### src/sv/ple_pkg.sv
// ple_pkg: shared types and constants of the positional list engine.
// Holds request/response payload structs, status codes and the cell control bundle.
// Used by ple_cell and positional_list_engine.
package ple_pkg;

    localparam int DATA_W       = 8;
    localparam int POS_W        = 5;
    localparam int LEN_W        = 5;
    localparam int DEF_CAPACITY = 16;

    localparam logic REQ_INSERT = 1'b0;
    localparam logic REQ_DELETE = 1'b1;

    localparam logic [1:0] ST_OK     = 2'd0;
    localparam logic [1:0] ST_EMPTY  = 2'd1;
    localparam logic [1:0] ST_BADPOS = 2'd2;
    localparam logic [1:0] ST_FULL   = 2'd3;

    localparam logic [DATA_W-1:0] ERR_BYTE = 8'hFF;

    typedef struct packed {
        logic              req_type;
        logic [POS_W-1:0]  position;
        logic [DATA_W-1:0] item_value;
    } t_req;

    typedef struct packed {
        logic [DATA_W-1:0] removed_value;
        logic [1:0]        status;
        logic [LEN_W-1:0]  length;
    } t_rsp;

    // Broadcast to every cell of the chain in the cycle a beat commits.
    typedef struct packed {
        logic              ins_en;
        logic              del_en;
        logic [POS_W-1:0]  pos;
        logic [DATA_W-1:0] val;
    } t_cell_ctrl;

endpackage

### src/sv/positional_list_engine.sv
// positional_list_engine: ordered byte list with insert/delete at a 1-based position.
// Top level; builds a chain of ple_cell slots plus count and status logic.
// Depends on ple_pkg and ple_cell.
//
//  channel | ports                              | beat carries
//  --------+------------------------------------+----------------------------------
//  request | i_in_valid / o_in_ready / i_in_req | req_type, position, item_value
//  result  | o_out_valid / i_out_ready / o_out_rsp | removed_value, status, length
//
// The cells compare their index with the position and shift at the accept edge, and the result
// is loaded into the output register at that same edge.
// One request per cycle is sustained while the result side is ready; the single output register sets that figure.
// Reset (i_rst_n low at a clock edge) empties the list and drops any pending result.
// A stalled result holds the output register; the request side then stalls too.

module positional_list_engine #(
    parameter int CAPACITY = ple_pkg::DEF_CAPACITY
) (
    input  logic          i_clk,
    input  logic          i_rst_n,
    input  logic          i_in_valid,
    output logic          o_in_ready,
    input  ple_pkg::t_req i_in_req,
    output logic          o_out_valid,
    input  logic          i_out_ready,
    output ple_pkg::t_rsp o_out_rsp
);

    localparam int CNT_W = $clog2(CAPACITY + 1);
    // compare width: holds count+1 and any position without overflow
    localparam int CMP_W = ((CNT_W > ple_pkg::POS_W) ? CNT_W : ple_pkg::POS_W) + 1;
    localparam int DW    = ple_pkg::DATA_W;

    logic [CNT_W-1:0]    r_count;
    logic [CNT_W-1:0]    n_count;
    logic                r_out_valid;
    ple_pkg::t_rsp       r_out_rsp;
    ple_pkg::t_rsp       n_out_rsp;
    logic                accept;
    logic [CMP_W-1:0]    cnt_ext;
    logic [CMP_W-1:0]    pos_ext;
    logic [CMP_W-1:0]    len_ext;
    logic                ins_ok;
    logic                del_ok;
    ple_pkg::t_cell_ctrl ctrl;

    logic [DW-1:0] cell_data [CAPACITY];
    logic [DW-1:0] rd_chain  [CAPACITY+1];

    // take a new beat whenever the output register is free or drains this cycle
    assign o_in_ready = !r_out_valid || i_out_ready;
    assign accept     = i_in_valid && o_in_ready;

    assign cnt_ext = CMP_W'(r_count);
    assign pos_ext = CMP_W'(i_in_req.position);

    always_comb begin
        ins_ok   = 1'b0;
        del_ok   = 1'b0;
        n_count  = r_count;
        n_out_rsp.removed_value = '0;
        n_out_rsp.status        = ple_pkg::ST_OK;
        if (i_in_req.req_type == ple_pkg::REQ_INSERT) begin
            // bad position is checked before full
            if (pos_ext == '0 || pos_ext > cnt_ext + CMP_W'(1)) begin
                n_out_rsp.status = ple_pkg::ST_BADPOS;
            end else if (cnt_ext >= CMP_W'(CAPACITY)) begin
                n_out_rsp.status = ple_pkg::ST_FULL;
            end else begin
                ins_ok  = 1'b1;
                n_count = r_count + CNT_W'(1);
            end
        end else begin
            n_out_rsp.removed_value = ple_pkg::ERR_BYTE;
            if (cnt_ext == '0) begin
                n_out_rsp.status = ple_pkg::ST_EMPTY;
            end else if (pos_ext == '0 || pos_ext > cnt_ext) begin
                n_out_rsp.status = ple_pkg::ST_BADPOS;
            end else begin
                del_ok  = 1'b1;
                n_count = r_count - CNT_W'(1);
                n_out_rsp.removed_value = rd_chain[0];
            end
        end
        len_ext = CMP_W'(n_count);
        n_out_rsp.length = len_ext[ple_pkg::LEN_W-1:0];
    end

    // broadcast to the cells; they only move on a committed, valid request
    assign ctrl.ins_en = accept && ins_ok;
    assign ctrl.del_en = accept && del_ok;
    assign ctrl.pos    = i_in_req.position;
    assign ctrl.val    = i_in_req.item_value;

    // read chain runs from the tail toward the head; the tail end feeds zero
    assign rd_chain[CAPACITY] = '0;

    for (genvar g = 0; g < CAPACITY; g++) begin : g_cell
        logic [DW-1:0] left_d;
        logic [DW-1:0] right_d;
        if (g == 0) begin : g_head
            assign left_d = '0;
        end else begin : g_mid_l
            assign left_d = cell_data[g-1];
        end
        if (g == CAPACITY - 1) begin : g_tail
            assign right_d = '0;
        end else begin : g_mid_r
            assign right_d = cell_data[g+1];
        end
        ple_cell #(
            .IDX (g)
        ) u_cell (
            .i_clk        (i_clk),
            .i_ctrl       (ctrl),
            .i_left_data  (left_d),
            .i_right_data (right_d),
            .i_rd_chain   (rd_chain[g+1]),
            .o_data       (cell_data[g]),
            .o_rd_chain   (rd_chain[g])
        );
    end

    // count and result valid: control state, cleared by reset
    always_ff @(posedge i_clk) begin
        if (!i_rst_n) begin
            r_count     <= '0;
            r_out_valid <= 1'b0;
        end else begin
            if (accept) begin
                r_count     <= n_count;
                r_out_valid <= 1'b1;
            end else if (i_out_ready) begin
                r_out_valid <= 1'b0;
            end
        end
    end

    // result payload: load on accept, hold otherwise
    always_ff @(posedge i_clk) begin
        if (accept) begin
            r_out_rsp <= n_out_rsp;
        end
    end

    assign o_out_valid = r_out_valid;
    assign o_out_rsp   = r_out_rsp;

endmodule

### src/sv/ple_cell.sv
// ple_cell: one slot of the list chain, holding a byte and shifting with its neighbors.
// Also forwards the selected byte along a read chain toward the head.
// Depends on ple_pkg.
module ple_cell #(
    parameter int IDX = 0
) (
    input  logic                      i_clk,
    input  ple_pkg::t_cell_ctrl       i_ctrl,
    input  logic [ple_pkg::DATA_W-1:0] i_left_data,
    input  logic [ple_pkg::DATA_W-1:0] i_right_data,
    input  logic [ple_pkg::DATA_W-1:0] i_rd_chain,
    output logic [ple_pkg::DATA_W-1:0] o_data,
    output logic [ple_pkg::DATA_W-1:0] o_rd_chain
);

    logic [ple_pkg::DATA_W-1:0] r_data;
    logic [ple_pkg::DATA_W-1:0] n_data;
    logic                       hit;   // this cell sits at position
    logic                       after; // this cell lies past position

    assign hit   = (IDX + 1 == int'(i_ctrl.pos));
    assign after = (IDX + 1 >  int'(i_ctrl.pos));

    always_comb begin
        n_data = r_data;
        if (i_ctrl.ins_en) begin
            if (hit) begin
                n_data = i_ctrl.val;
            end else if (after) begin
                n_data = i_left_data;
            end
        end else if (i_ctrl.del_en) begin
            // close the gap: take the neighbor toward the tail
            if (hit || after) begin
                n_data = i_right_data;
            end
        end
    end

    always_ff @(posedge i_clk) begin
        r_data <= n_data;
    end

    assign o_data     = r_data;
    assign o_rd_chain = (hit ? r_data : '0) | i_rd_chain;

endmodule

### config.mk
export PLATFORM = sky130hd
export DESIGN_NAME = positional_list_engine
export DESIGN_NICKNAME = d
export VERILOG_FILES = /design/src/sv/ple_pkg.sv /design/src/sv/positional_list_engine.sv /design/src/sv/ple_cell.sv
export SDC_FILE = /design/constraint.sdc
export NUM_CORES = 1
export LEC_CHECK = 0
export BUFFER_PORTS_ARGS = -buffer_cell sky130_fd_sc_hd__buf_2
export CORE_UTILIZATION = 25
export DETAILED_ROUTE_END_ITERATION = 12
export MAX_ROUTING_LAYER = met4
export REMOVE_ABC_BUFFERS = 1
export SLEW_MARGIN = 25
export SYNTH_ARGS = -nofsm -noshare
export SYNTH_HDL_FRONTEND = slang
export SYNTH_HIERARCHICAL = 1
export SYNTH_SLANG_ARGS = --single-unit
### constraint.sdc
create_clock -name i_clk -period 10.13 [get_ports i_clk]
set_input_delay 2.026 -clock i_clk [delete_from_list [all_inputs] [get_ports i_clk]]
set_output_delay 2.026 -clock i_clk [all_outputs]
set_load 0.02 [all_outputs]
==> results of run 1 <==
-- cell families (layout without fill, tap and decap cells) --
| logic type | after synthesis | count (layout) | share of synthesized area (%) |
|---|---|---|---|
| AOI/OAI and AO/OA | 463 | 463 | 29.45 |
| and+or+nand+nor | 374 | 374 | 20.90 |
| DFF | 149 | 149 | 42.72 |
| buffers and inverters | 86 | 93 | 4.807 |
| adders and majority gates | 12 | 12 | 1.453 |
| xor gates and xnor gates | 4 | 4 | 0.3390 |
| muxes | 3 | 3 | 0.2906 |
| other | 1 | 24 | 0.03629 |
-- cell type report --
class / count / area (um^2)
Sequential cell: 149 / 4414
Tap cell: 532 / 665.6
Clock buffer: 18 / 429.2
Fill cell: 4305 / 29270
Clock inverter: 13 / 135.1
Multi-Input combinational cell: 880 / 5559
Inverter: 15 / 56.30
Timing Repair Buffer: 47 / 300.3
-- how the worst max path moves through the flow --
stage	from	endpoint	slack, ns	cells after the start
after CTS	i_in_req[10]	g_cell[4].u_cell/o_data[6]	4.10	11
after detailed placement	i_in_req[10]	g_cell[4].u_cell/o_data[3]	3.65	11
after floorplan	i_in_req[11]	g_cell[4].u_cell/o_data[0]	-2.71	8
after global routing	i_in_req[10]	g_cell[5].u_cell/o_data[6]	3.83	12
after global placement	i_in_req[10]	g_cell[4].u_cell/o_data[3]	3.78	11
final	i_in_req[10]	g_cell[5].u_cell/o_data[6]	4.10	12
-- layer usage --
layer	track usage, %	up-vias	share of wire, %
met2	25.56	332	49
li1	-	4206	-
met1	19.49	4370	43
met3	2.091	67	5.5
met5	-	-	0
met4	6.138	0	2.6
-- flip-flops by register name (all words and copies together) (netlist names) --
register,cells
r_count,5
o_out_valid,1
g_cell.u_cell/o_data,128
o_out_rsp,15
-- power breakdown --
group | switching, uW | total [uW] | leakage (uW) | internal, uW
Sequential | 10.4 | 699 | 0.00135 | 689
Combinational | 144 | 218 | 0.00266 | 74.2
Clock | 266 | 626 | 0.000266 | 360
Total | 420 | 1540 | 0.00428 | 1120
-- worst min-delay path, delay by kind of cell (launching register included) --
family | cells | cell delay, ns
flip-flops | 1 | 0.31
AND/OR/NAND/NOR | 1 | 0.10
AO/OA/AOI/OAI | 1 | 0.07
-- cell usage in the layout, fill, tap and decap left out, types with 8 or more instances in the layout --
| master | count |
|---|---|
| nand3_1 | 84 |
| o21ai_1 | 67 |
| nand2_1 | 38 |
| a21boi_0 | 21 |
| nor2b_1 | 8 |
| nor2_8 | 10 |
| o21ai_0 | 67 |
| edfxtp_1 | 143 |
| inv_1 | 12 |
| a31oi_1 | 109 |
| o22a_1 | 24 |
| nor2_1 | 149 |
| buf_4 | 11 |
| clkbuf_16 | 17 |
| ha_1 | 12 |
| nand3b_1 | 16 |
| conb_1 | 24 |
| buf_2 | 34 |
| a21oi_1 | 15 |
| a21o_1 | 119 |
| a21o_2 | 12 |
-- per-stage QoR --
stage | instance area, um^2 | power, uW
after floorplan | 9978 | 852.9
after global placement | 10930 | 921.9
after detailed placement | 10940 | 925.1
after CTS | 11500 | 1550
after global routing | 11560 | 1591
final | 11560 | 1543
==> metrics.txt, run 1 <==
status finished, final reports clean; Worst Hold Path EP o_out_valid; 1st-iter DRT viols 986; Post-Synthesis Cells 1092; Worst Path Buf+Inv 4; dpl ws 3.646 ns; post-synthesis sequential area ratio 42.72%; cells taking the most area after synthesis edfxtp_1, a21o_1, a31oi_1, nor2_1, nand3_1; Reg clk slew, reported paths 0.06 ns; CP required 10.19 ns; Total Routing Usage GR 15.63%; Die Y 205.3 um; Least-Margin Pin Slew 1.013 ns; crit-path leading delay family buffers and inverters; Synth area leader edfxtp_1; top-area cell type share of the netlist area 41.56%; vias in the first global route 8721; initial antenna violation count 0; Detail Route Antenna Nets 0; Crit Path Category in2reg; share of layout cells above drive strength 1 13.19%; R2R setup slack 5.68 ns; setup TNS 0 ns; CORE AREA 0.04083 mm^2; Via density 5.426; initial cell density of the core 25.30%; CP Launch Type primary input; Rows 74; crit end category register; final core occ 28.31%; Critical Path Max Stage Delay 0.77 ns; routed wire length 31960 um; WL/cell 19.32 um; Slew HR 32.13%; dpl cells 1622; hold_buf cts 0; FMAX 0.1659 GHz; Ys Warns 6; Final min period 6.026 ns; Worst VDD drop 113.4 uV; Synth Flop Type edfxtp_1; crit path cell chain buf_2 -> buf_4 -> ha_1 -> and3_1 -> o21ai_1 -> a32o_2 -> nand2_1 -> nor2_4 -> buf_12 -> buf_16 -> o21ai_0 -> a31oi_1; hpwl dp 21730 um; top cells by instance count after synthesis nor2_1, edfxtp_1, a21o_1; WP data arrival 6.09 ns; reg2reg path depth 13; Hold WC Path Type reg2reg; DR pass1 iterations 7; diode count 0; number of port buffers 34; hold path startpoint o_out_valid; # Max-Cap Violations 0; Die W 205.3 um; Hold Fails Final Rpt 0; Layout area overhead 11.88%; total grt overflow 0; largest net degree at the start of global routing 266; DRC 0; # setup viols final 0; CTS max path bufs 2; clock skew 0.01049 ns; Layout Nets 1140; Pleak 0.004276 uW; fin. max-slew vios 0; CTS HTree Levels 4; Post-synth EDFFs 143; Num CTS Buffers 17; die area 0.04215 mm^2; synth unique cells 83; final worst slack 4.104 ns; Root Driver clkbuf_16; Crit Reg-Reg Startpoint r_count[2]; I/O pins 35; CTS tree yes; post-CTS resize count 0; syn_area_per_cell 9.462 um^2; synthesized area 0.01033 mm^2; most common cell in the netlist nor2_1; Crit-path slowest cell a31oi_1; first-pass GRT wire length 49850 um; post-route insts no fill 1654; Synth Register Bits 149; unrepaired setup endpoints after global routing false; power density over the cells 133.4 mW/mm^2; clk sinks 149; routed vias 8975; Tcrit/Tclk final 59.49%; GPL Wtd Cong 0.8584; Post-synth ARST share 0%; clock latency on the worst-skew pair 0.44 ns; worst hold slack 0.5198 ns; hold depth 2; RR Endpoint g_cell[5].u_cell/o_data[6]; Worst Path Max Fanout 192; postcts setup bufs 0
No activity file was read; power rests on OpenSTA's default activity.
==> run 2, diff against run 1 <==
==> constraint.sdc (replaced) <==
create_clock -name i_clk -period 6.2 [get_ports i_clk]
set_input_delay 1.24 -clock i_clk [delete_from_list [all_inputs] [get_ports i_clk]]
set_output_delay 1.24 -clock i_clk [all_outputs]
set_load 0.02 [all_outputs]
==> metrics.txt, run 2 (synthesis results as in run 1) <==
status finished, final reports clean; # setup viols final 0; worst hold slack 0.5430 ns; Fillers 4274; dpl cells 1633; Layout area overhead 12.67%; I/O pins 35; max FFs per register 128; WP data arrival 4.87 ns; Rows 74; CTS HTree Levels 4; crit end category register; power density over the cells 223.1 mW/mm^2; FMAX 0.2136 GHz; RR Endpoint g_cell[8].u_cell/o_data[3]; Crit Path Category in2reg; Detail Route Antenna Nets 0; Crit Reg-Reg Startpoint r_count[2]; hold path startpoint o_out_valid; WL/cell 19.89 um; Num CTS Buffers 17; Reg clk slew, reported paths 0.06 ns; Total Routing Usage GR 16.32%; Slew HR 47.58%; Hold Fails Final Rpt 0; hold_buf cts 0; # Max-Cap Violations 0; routed vias 9094; CP required 6.39 ns; clock skew 0.009057 ns; Tcrit/Tclk final 75.50%; total grt overflow 0; share of layout cells above drive strength 1 13.68%; clock latency on the worst-skew pair 0.45 ns; Least-Margin Pin Slew 0.7834 ns; post-route cell area 0.01164 mm^2; DR pass1 iterations 5; Worst Path Max Fanout 17; commonest non-fill, non-tap cells in the layout nor2_1, edfxtp_1, a21o_1, a31oi_1, nand3_1; R2R setup slack 2.27 ns; CP Launch Type primary input; number of port buffers 34; Die W 205.3 um; initial antenna violation count 1; Final min period 4.681 ns; DRC 0; hpwl dp 22600 um; routed wire length 33140 um; hold depth 2; Placed Area 0.01103 mm^2; die area 0.04215 mm^2; post-route insts no fill 1666; clk sinks 149; Pleak 0.004339 uW; Die Y 205.3 um; unrepaired setup endpoints after global routing false; Root Driver clkbuf_16; worst setup path startpoint i_in_req[8]; reg2reg path depth 13; postcts setup bufs 0; most common cell after layout, fill and taps aside nor2_1; 1st-iter DRT viols 1198; Worst VDD drop 204.1 uV; vias in the first global route 8838; Hold WC Path Type reg2reg; GPL Wtd Cong 0.8775; first-pass GRT wire length 51460 um; CTS max path bufs 2; Via density 5.459; Worst Hold Path EP o_out_valid; fin. max-slew vios 0; post-CTS resize count 0; Layout Nets 1150; initial cell density of the core 25.30%; CTS tree yes; CORE AREA 0.04083 mm^2; largest net degree at the start of global routing 136
## run 2: report_power, final
part           switching, uW  internal, uW  leakage (uW)
sequential              16.9          1120       0.00135
clock                    456           639      0.000285
combinational            238           123       0.00270
## run 2: through the flow
stage               total power, uW  util, %  setup WS, ns  TNS [ns]
finish                         2597    28.51         1.519         0
global route                   2677    28.51         1.351         0
CTS                            2607    28.50         1.557         0
detailed placement             1518    27.02         1.078         0
global placement               1513    27.00         1.123         0
floorplan                      1394        -        -5.850  -1245.25
## run 2: critical path, stage by stage
cell	delay, ns
buf_2	0.32
or3_1	0.45
nor2_8	0.08
a21o_1	0.19
a21o_2	0.18
a21o_1	0.16
a21o_1	0.16
a21o_1	0.15
a21o_1	0.17
a21o_1	0.16
a21o_1	0.18
a21o_1	0.16
a21o_1	0.16
a21o_1	0.16
a21o_1	0.17
a21o_1	0.15
a21o_1	0.17
a21o_1	0.16
a21o_1	0.15
nor2_1	0.10
nor2_1	0.05
## run 2: routing by layer
layer,vias to the layer above,share of wire (%),GRT usage (%)
met5,-,0,-
met4,0,3.2,6.693
met3,71,5.9,2.582
met2,363,49,26.52
met1,4429,42,20.12
li1,4231,-,-
## run 2: cell type report
cell class | instances | area, um^2 | share of cell area [%]
flip-flops and latches | 149 | 4414 | 37.92
repair buffers | 57 | 367.9 | 3.160
clock buffers | 19 | 432.9 | 3.719
clock inverters | 13 | 173.9 | 1.494
multi-input cells | 880 | 5528 | 47.48
diodes | 1 | 2.502 | 0.02150
inverters | 15 | 56.30 | 0.4837
well taps | 532 | 665.6 | 5.718
## run 2: worst max path at each step
stage	end	slack, ns
2_1_floorplan	g_cell[4].u_cell/o_data[0]	-5.85
3_3_place_gp	o_out_rsp[13]	1.12
3_5_place_dp	o_out_rsp[13]	1.08
4_1_cts	o_out_rsp[13]	1.56
5_1_grt	o_out_rsp[13]	1.35
6_report	o_out_rsp[8]	1.52
==> run 3, diff against run 2 <==
==> constraint.sdc (replaced) <==
create_clock -name i_clk -period 4.8 [get_ports i_clk]
set_input_delay 0.96 -clock i_clk [delete_from_list [all_inputs] [get_ports i_clk]]
set_output_delay 0.96 -clock i_clk [all_outputs]
set_load 0.02 [all_outputs]
==> metrics.txt, run 3 (synthesis results as in run 1) <==
Die W 205.3 um; crit end category register; Rows 74; Reg clk slew, reported paths 0.07 ns; largest net degree at the start of global routing 48; Root Driver clkbuf_16; Clk pwr share 41.0%; final core occ 28.94%; hold_buf cts 0; Crit Path Category in2reg; Layout area overhead 14.37%; Critical Path Max Stage Delay 0.26 ns; DRC 0; post-route insts no fill 1690; Layout Nets 1175; Via density 5.473; clk sinks 149; initial cell density of the core 25.30%; initial antenna violation count 0; GPL Wtd Cong 0.9078; Slew HR 48.93%; Pint 2391 uW; Worst VDD drop 242.9 uV; CP Launch Type primary input; most used cell, CP a21o_1; CTS max path bufs 2; routed vias 9250; CTS tree yes; I/O pins 35; hold path startpoint o_out_valid; power density over the cells 280.4 mW/mm^2; share of layout cells above drive strength 1 15.37%; hold depth 2; status finished, final reports clean; CP required 4.98 ns; unrepaired setup endpoints after global routing false; WP data arrival 4.25 ns; crit path cell chain buf_2 -> or3_1 -> nor2_8 -> a21o_1 -> a21o_2 -> a21o_1 -> a21o_1 -> a21o_1 -> a21o_1 -> a21o_1 -> a21o_1 -> a21o_1 -> a21o_1 -> a21o_1 -> a21o_1 -> a21o_1 -> a21o_1 -> a21o_1 -> a21o_1 -> nor2_1 -> nor2_1; Worst Path Max Fanout 8; dpl cells 1658; routed wire length 33250 um; Tcrit/Tclk final 84.80%; Hold Fails Final Rpt 0; clock latency on the worst-skew pair 0.44 ns; Crit-path slowest cell or3_1; commonest non-fill, non-tap cells in the layout nor2_1, edfxtp_1, a21o_1, a31oi_1, nand3_1; met1 Use GR 20.95%; Hold WC Path Type reg2reg; 1st-iter DRT viols 983; clock skew 0.01337 ns; post-CTS resize count 0; switching share of total power 27.85%; setup TNS 0 ns; CTS HTree Levels 4; Worst Hold Path EP o_out_valid; R2R setup slack 1.14 ns; Flop pwr share 44.6%; met2 usage 25.41%; hpwl dp 23570 um; first-pass GRT wire length 51480 um; Crit Reg-Reg Startpoint r_count[0]; Die Y 205.3 um; CORE AREA 0.04083 mm^2; post-route cell area 0.01182 mm^2; # Max-Cap Violations 0; number of port buffers 34; vias in the first global route 8841; fin. max-slew vios 0; Final min period 4.070 ns; diode count 0; # setup viols final 0; Most Crowded Layer GR met2; max FFs per register 128; postcts setup bufs 0; Placed Area 0.01124 mm^2; Total Routing Usage GR 16.33%; most common cell after layout, fill and taps aside nor2_1; Pwr Total 3313 uW; DR pass1 iterations 5; Num CTS Buffers 17; Pleak 0.004455 uW; total grt overflow 0; WL/cell 19.68 um; RR Endpoint g_cell[12].u_cell/o_data[6]; met3 usage 3.104%; die area 0.04215 mm^2; Comb pwr share 14.5%; reg2reg path depth 13; Detail Route Antenna Nets 0; Psw 922.6 uW; FMAX 0.2457 GHz; Least-Margin Pin Slew 0.7640 ns
[run 3: through the flow]
step	hold WS (ns)	setup slack (ns)
after global routing	0.5924	0.5771
after floorplan	0.5176	-6.970
after detailed placement	0.5348	0.3189
after global placement	0.5007	0.3212
final	0.5367	0.7296
after CTS	0.5477	0.7725
[run 3: area by class of cell]
class / instances / area (um^2)
inverter: 15 / 56.30
clock buffer: 17 / 425.4
multi-input combinational: 880 / 5522
tap: 532 / 665.6
clock inverter: 15 / 153.9
fill: 4269 / 29010
timing repair buffer: 82 / 580.6
sequential: 149 / 4414
[run 3: layer usage]
metal,share of wire [%],up-vias
met5,0,-
met1,44,4470
met3,6.5,78
met2,47,417
li1,-,4285
met4,3.1,0
[run 3: how the worst max path moves through the flow]
stage | start | to | slack (ns) | cells after the start
detailed placement | i_in_req[10] | o_out_rsp[8] | 0.32 | 21
finish | i_in_req[10] | o_out_rsp[8] | 0.73 | 21
floorplan | i_in_req[11] | g_cell[4].u_cell/o_data[0] | -6.97 | 8
global placement | i_in_req[10] | o_out_rsp[14] | 0.32 | 21
CTS | i_in_req[10] | o_out_rsp[8] | 0.77 | 21
global route | i_in_req[10] | o_out_rsp[8] | 0.58 | 21
[run 3: power by group through the flow]
stage | Sequential (uW) | Clock, uW | Combinational (uW)
3_3_place_gp | 1500 | 0 | 464
3_5_place_dp | 1500 | 0 | 471
5_1_grt | 1480 | 1420 | 520
2_1_floorplan | 1500 | 0 | 295
4_1_cts | 1480 | 1380 | 473
6_report | 1480 | 1360 | 480
[run 3: critical path, delay by kind of cell]
| kind | cells | cell delay [ns] |
|---|---|---|
| and+or+nand+nor | 4 | 0.49 |
| AOI/OAI and AO/OA | 16 | 2.61 |
| buffers and inverters | 1 | 0.18 |
